==> src/sv/ffsa_pkg.sv <==
// Shared types, operation codes and helpers for the first-fit segment allocator.
// Used by the controller, the datapath and the top level; depends on nothing.
package ffsa_pkg;

    typedef logic [31:0] word_t;

    typedef struct packed {
        word_t length;
        word_t start;
    } seg_t;

    localparam int SEG_W = $bits(seg_t);

    localparam logic [1:0] ST_OK      = 2'd0;
    localparam logic [1:0] ST_NOSPACE = 2'd1;
    localparam logic [1:0] ST_FULL    = 2'd2;

    localparam logic [3:0] OP_IDLE      = 4'd0;
    localparam logic [3:0] OP_INIT      = 4'd1;
    localparam logic [3:0] OP_LOAD      = 4'd2;
    localparam logic [3:0] OP_SCAN      = 4'd3;
    localparam logic [3:0] OP_DECIDE    = 4'd4;
    localparam logic [3:0] OP_SHIFT_DN  = 4'd5;
    localparam logic [3:0] OP_SHIFT_UP  = 4'd6;
    localparam logic [3:0] OP_WR_SHRINK = 4'd7;
    localparam logic [3:0] OP_WR_PREV   = 4'd8;
    localparam logic [3:0] OP_WR_NEXT   = 4'd9;
    localparam logic [3:0] OP_WR_NEW    = 4'd10;
    localparam logic [3:0] OP_REMOVE    = 4'd11;
    localparam logic [3:0] OP_RESULT    = 4'd12;

    typedef struct packed {
        logic [3:0] op;
    } cmd_t;

    typedef struct packed {
        logic scan_done;
        logic found;
        logic is_free;
        logic exact;
        logic mprev;
        logic mnext;
        logic full;
        logic dn_done;
        logic up_done;
    } stat_t;

    function automatic word_t sat_add(input word_t a, input word_t b);
        logic [32:0] s;
        s = {1'b0, a} + {1'b0, b};
        return s[32] ? '1 : s[31:0];
    endfunction

endpackage

==> src/sv/ffsa_ctrl.sv <==
// Controller state machine of the segment allocator: sequences scan, decision,
// table shifts and writes, and owns both handshakes. Depends on ffsa_pkg.
module ffsa_ctrl
    import ffsa_pkg::*;
(
    input  logic  aclk,
    input  logic  aresetn,
    input  logic  s_tvalid,
    output logic  s_tready,
    output logic  m_tvalid,
    input  logic  m_tready,
    input  stat_t stat,
    output cmd_t  cmd
);

    localparam logic [3:0] S_INIT   = 4'd0;
    localparam logic [3:0] S_IDLE   = 4'd1;
    localparam logic [3:0] S_SCAN   = 4'd2;
    localparam logic [3:0] S_DECIDE = 4'd3;
    localparam logic [3:0] S_SHRINK = 4'd4;
    localparam logic [3:0] S_WPREV  = 4'd5;
    localparam logic [3:0] S_WNEXT  = 4'd6;
    localparam logic [3:0] S_SHDN   = 4'd7;
    localparam logic [3:0] S_SHUP   = 4'd8;
    localparam logic [3:0] S_RESULT = 4'd9;

    logic [3:0] state_reg, state_next;
    logic       out_valid_reg, out_valid_next;

    always_comb begin
        state_next     = state_reg;
        out_valid_next = out_valid_reg && !m_tready;
        cmd.op         = OP_IDLE;

        unique case (state_reg)
            S_INIT: begin
                cmd.op     = OP_INIT;
                state_next = S_IDLE;
            end
            S_IDLE: begin
                if (s_tvalid) begin
                    cmd.op     = OP_LOAD;
                    state_next = S_SCAN;
                end
            end
            S_SCAN: begin
                if (stat.scan_done) begin
                    state_next = S_DECIDE;
                end else begin
                    cmd.op = OP_SCAN;
                end
            end
            S_DECIDE: begin
                cmd.op = OP_DECIDE;
                if (!stat.is_free) begin
                    if (!stat.found) begin
                        state_next = S_RESULT;
                    end else if (stat.exact) begin
                        state_next = S_SHDN;
                    end else begin
                        state_next = S_SHRINK;
                    end
                end else if (stat.mprev) begin
                    state_next = S_WPREV;
                end else if (stat.mnext) begin
                    state_next = S_WNEXT;
                end else if (stat.full) begin
                    state_next = S_RESULT;
                end else begin
                    state_next = S_SHUP;
                end
            end
            S_SHRINK: begin
                cmd.op     = OP_WR_SHRINK;
                state_next = S_RESULT;
            end
            S_WPREV: begin
                cmd.op     = OP_WR_PREV;
                state_next = stat.mnext ? S_SHDN : S_RESULT;
            end
            S_WNEXT: begin
                cmd.op     = OP_WR_NEXT;
                state_next = S_RESULT;
            end
            S_SHDN: begin
                if (stat.dn_done) begin
                    cmd.op     = OP_REMOVE;
                    state_next = S_RESULT;
                end else begin
                    cmd.op = OP_SHIFT_DN;
                end
            end
            S_SHUP: begin
                if (stat.up_done) begin
                    cmd.op     = OP_WR_NEW;
                    state_next = S_RESULT;
                end else begin
                    cmd.op = OP_SHIFT_UP;
                end
            end
            S_RESULT: begin
                if (!out_valid_reg || m_tready) begin
                    cmd.op         = OP_RESULT;
                    out_valid_next = 1'b1;
                    state_next     = S_IDLE;
                end
            end
            default: begin
                state_next = S_INIT;
            end
        endcase
    end

    always_ff @(posedge aclk) begin
        if (!aresetn) begin
            state_reg     <= S_INIT;
            out_valid_reg <= 1'b0;
        end else begin
            state_reg     <= state_next;
            out_valid_reg <= out_valid_next;
        end
    end

    assign s_tready = (state_reg == S_IDLE);
    assign m_tvalid = out_valid_reg;

endmodule

==> config.mk <==
export PLATFORM = sky130hd
export DESIGN_NAME = ffsa_ctrl
export DESIGN_NICKNAME = d
export VERILOG_FILES = /design/src/sv/ffsa_pkg.sv /design/src/sv/ffsa_ctrl.sv
export SDC_FILE = /design/constraint.sdc
export NUM_CORES = 1
export LEC_CHECK = 0
export BUFFER_PORTS_ARGS = -buffer_cell sky130_fd_sc_hd__buf_2
export CORE_AREA = 2 2 39 41
export DETAILED_ROUTE_END_ITERATION = 16
export DIE_AREA = 0 0 41 43
export PLACE_DENSITY = 0.68
export SLEW_MARGIN = 20
export SYNTH_ARGS = -nofsm -noshare
export SYNTH_HDL_FRONTEND = slang
export SYNTH_SLANG_ARGS = --single-unit
==> constraint.sdc <==
create_clock -name aclk -period 1.8 [get_ports aclk]
set_clock_uncertainty 0.1 [all_clocks]
set_input_delay 0.18 -clock aclk [delete_from_list [all_inputs] [get_ports aclk]]
set_output_delay 0.18 -clock aclk [all_outputs]
set_load 0.02 [all_outputs]
---- Word-level counts from Yosys, hierarchy flattened ----
Cells that the tools add are included.
cells by class
  equal/unequal tests ..................... 14
  mux-type cells .......................... 21
  reduce and logical (&&, ||, !) cells .... 7
operator list
  operator            count
  $mux 4              13
  $pmux 4 s10         1
  $pmux 4 s9          1
  $eq 4x3->1 const B  4
  $ne 2x2->1 const B  5
  $eq 4x2->1 const B  2
  $eq 4x4->1 const B  2
  $mux 2              3
  $reduce_and 5->1    1
  $eq 4x1->1 const B  1
  $logic_not 4->1     1
  $mux 1              3
  $logic_not 1->1     2
  $reduce_or 2->1     1
  $logic_and 1x1->1   1
  $logic_or 1x1->1    1
storage, ports and cells
  flip-flop bits (word level) ............. 5
  output and inout port bits .............. 6

---- Logic depth before layout (Yosys ltp) ----
  depth after elaboration ................. 5
  mapped depth ............................ 6

---- Worst setup path before layout ----
No wires, ideal clock.
  path type ............................... register to output
  from .................................... register state_reg[0]
  to ...................................... output port cmd[1] (netlist bit)
  arrival time ............................ 1366 ps
  data required time ...................... 1520 ps
  slack ................................... 154 ps
  stages on the path, launching flop included .. 7
  path buffers ............................ 2
  cell sequence ........................... dfxtp_1 > clkbuf_1 > buf_2 > nand2_1 > mux2i_1 > a21oi_1 > o32ai_1
RTL lines
  element                 RTL line          RTL
  start, declared         ffsa_ctrl.sv:27   logic [3:0] state_reg, state_next;
  start signal, assigned  ffsa_ctrl.sv:119  state_reg <= state_next;
  end, declared           ffsa_ctrl.sv:13   output cmd_t cmd

==> flow_summary.json <==
{
  "post-route-drc-count": 0,
  "ys.flop_type": "dfxtp_1",
  "cts_root_buf": "clkbuf_4",
  "postPlaceCellArea_um2": 662,
  "status": "finished with violations",
  "hold_start": "aresetn",
  "crit_path_end_kind": "output port",
  "cts_tree": "yes",
  "synth.avg_cell_area_um2": 7.17,
  "synth-compound-area-share_pct": 31.3,
  "synthXorXnorAreaFrac_pct": 0,
  "cp_top_family": "compound AO/OA/AOI/OAI gates",
  "fp.dieW_um": 41,
  "synthCells": 77,
  "gp_congestion": 0.845,
  "utilization_pct": 53.8,
  "syn-num-nets": 90,
  "cts_buffer_depth": 2,
  "start_util_pct": 39.9,
  "worstPathMaxFanout": 4,
  "relSlewSlack_pct": 78.7,
  "min_to": "state_reg[1]",
  "ys_warn_count": 0,
  "r2r_cells": 6,
  "power_mw": 0.999,
  "n_antenna_cell": 0,
  "min_path_type": "primary input to flop",
  "hold_violations": 0,
  "finalCritPeriodShare_pct": 103,
  "finalCriticalPeriod_ns": 1.86,
  "cp_slowest_stage_delay_ns": 0.37,
  "criticalPathCategory": "flop to output port",
  "vias_per_cell": 5.82,
  "cp.arrival_ns": 1.58,
  "drv_slew": 0,
  "pre_cts_ws_ns": 0.143,
  "clk_latency_ns": 0.24,
  "synth_top_family_by_area": "simple AND/OR/NAND/NOR gates",
  "yosys_register_bits": 5,
  "dieArea_um2": 1760,
  "yosysSeqAreaShare_pct": 18.1,
  "final-setup-viol-count": 2,
  "coreArea_um2": 1380,
  "fin_cells": 119,
  "rr_endpoint": "state_reg[1]",
  "fmax_mhz": 538,
  "crit_path_start_kind": "flop",
  "drtIter0Drc": 26,
  "path_clk_slew_ns": 0.05,
  "final_layout_size_suffix_gt1_share_pct": 37.9,
  "synth_area_um2": 552,
  "crit_buf_inv": 1,
  "maxCapViolCount": 0,
  "synth_simple_gate_area_share_pct": 34.5,
  "grt_usage_pct": 18.5,
  "vias": 693,
  "fin_ws_ns": -0.0598,
  "grt_max_degree": 21,
  "rows": 14,
  "fill_cells": 136,
  "htreeDepth": 1,
  "final_area_um2": 744,
  "gr-total-overflow": 0,
  "p_leak_nw": 0.305,
  "die_y_um": 43,
  "crit_chain": "or3b_4 > o32a_1 > o311ai_1 > buf_2",
  "synth_edf_count": 0,
  "dp_hpwl_um": 987,
  "antenna_found_initial": 0,
  "portBuffers": 18,
  "final_nets": 117,
  "ctsHoldBuffers": 0,
  "dr.pass1.iters": 4,
  "required_ns": 1.52,
  "power.density_nw_per_um2": 1340,
  "r2r_slack_ns": 0.24,
  "largest_register_ffs": 4,
  "grt_pass1_vias": 599,
  "detail_route.wirelength_um": 1490,
  "slowest_stage": "or3b_4",
  "reg2reg_from": "state_reg[1]",
  "ys_types": 32,
  "grt_pass1_wl_um": 2340,
  "io_pins": 19,
  "ant_nets": 0,
  "dp_cells": 109,
  "holdPathStages": 3,
  "areaGrowthSynthToFinish_pct": 34.9,
  "numCtsBuffers": 3,
  "synth_mux_area_share_pct": 7.26,
  "violations": "setup timing",
  "synth-async-reset-ratio_pct": 0,
  "worst_pin_slew_ns": 0.312,
  "wl_per_cell_um": 12.5,
  "peakVddDrop_uv": 533,
  "rsz0062_at_grt": "yes",
  "synthAdderAreaFrac_pct": 0,
  "cts_sinks": 5
}
-- cells in the mapped netlist, drive strengths merged, types with 3 or more instances --
cell | number | area (µm²)
nor3b | 3 | 22.5
inv | 3 | 11.3
dfxtp | 5 | 100
o21ai | 6 | 30.0
nor2 | 6 | 22.5
buf | 4 | 26.3
nand2b | 5 | 31.3
a21oi | 6 | 30.0
nor2b | 3 | 18.8
mux2i | 4 | 40.0
o311ai | 3 | 26.3
clkbuf | 3 | 11.3
nand2 | 7 | 26.3
-- worst max-delay path by stage --
| stage | startpoint | endpoint | cells past startpoint |
|---|---|---|---|
| 5_1_grt | state_reg[1] | cmd[2] | 4 |
| 3_5_place_dp | state_reg[1] | cmd[2] | 4 |
| 6_report | state_reg[1] | cmd[2] | 4 |
| 4_1_cts | state_reg[1] | cmd[2] | 4 |
| 3_3_place_gp | state_reg[1] | cmd[2] | 4 |
| 2_1_floorplan | state_reg[0] | cmd[1] | 6 |
-- where the power goes --
group	internal, mW	leakage (nW)	switching (mW)
clock	0.0838	0.0150	0.0462
sequential	0.145	0.0417	0.0169
combinational	0.309	0.249	0.399
-- kinds of logic (layout without fill, tap and decap cells) --
kind of cell	Yosys count	after routing
flops	5	5
simple gates	33	33
compound gates	25	25
buf+inv	10	36
mux	4	4
-- tightest hold or removal path: cells and delay by family --
family | cells | cell delay, ns
multiplexers | 1 | 0.06
buffers and inverters | 1 | 0.13
AND/OR/NAND/NOR | 1 | 0.07
-- cells in the final DEF, fill, tap and decap left out, types with 2 or more instances in the layout --
cell type   n
a21oi_1     6
buf_2      18
buf_4      11
clkbuf_4    3
dfxtp_1     3
dfxtp_2     2
inv_1       2
mux2i_1     4
nand2_1     7
nand2b_1    5
nand3b_1    2
nor2_1      6
nor2b_1     3
nor3b_1     3
o21ai_0     6
o311ai_0    2
-- metrics by stage --
step	TNS [ns]	hold slack [ns]
floorplan	0	0.229
global placement	0	0.384
detailed placement	0	0.388
CTS	-0.0847	0.121
global route	-0.269	0.158
finish	-0.0646	0.134
-- per-layer routing --
| layer | part of all wire [%] | routed length [µm] | GRT usage [%] | vias to the layer above |
|---|---|---|---|---|
| met5 | 0 | 0 | 0 | - |
| met3 | 5.7 | 85 | 1.57 | 0 |
| met2 | 50 | 746 | 29.1 | 31 |
| met4 | 0 | 0 | 8.00 | 0 |
| met1 | 44 | 653 | 24.6 | 323 |
| li1 | - | - | - | 339 |
-- final cells by class --
class                      count  area, µm²  area share, %
clock buffer                   4       26.3           3.53
inverter                       3       15.0           2.02
sequential                     5        103           13.8
multi-input combinational     62        408           54.8
timing repair buffer          29        173           23.2
tap                           16       20.0           2.69
-- timing repair --
item                                    in CTS  in global routing
pin swaps                                    3                  1
buffers inserted                             2                  4
resized for setup                            1                  3
endpoints found under the setup margin       2                  3
Note: power is estimated with default switching activity, not from simulation.
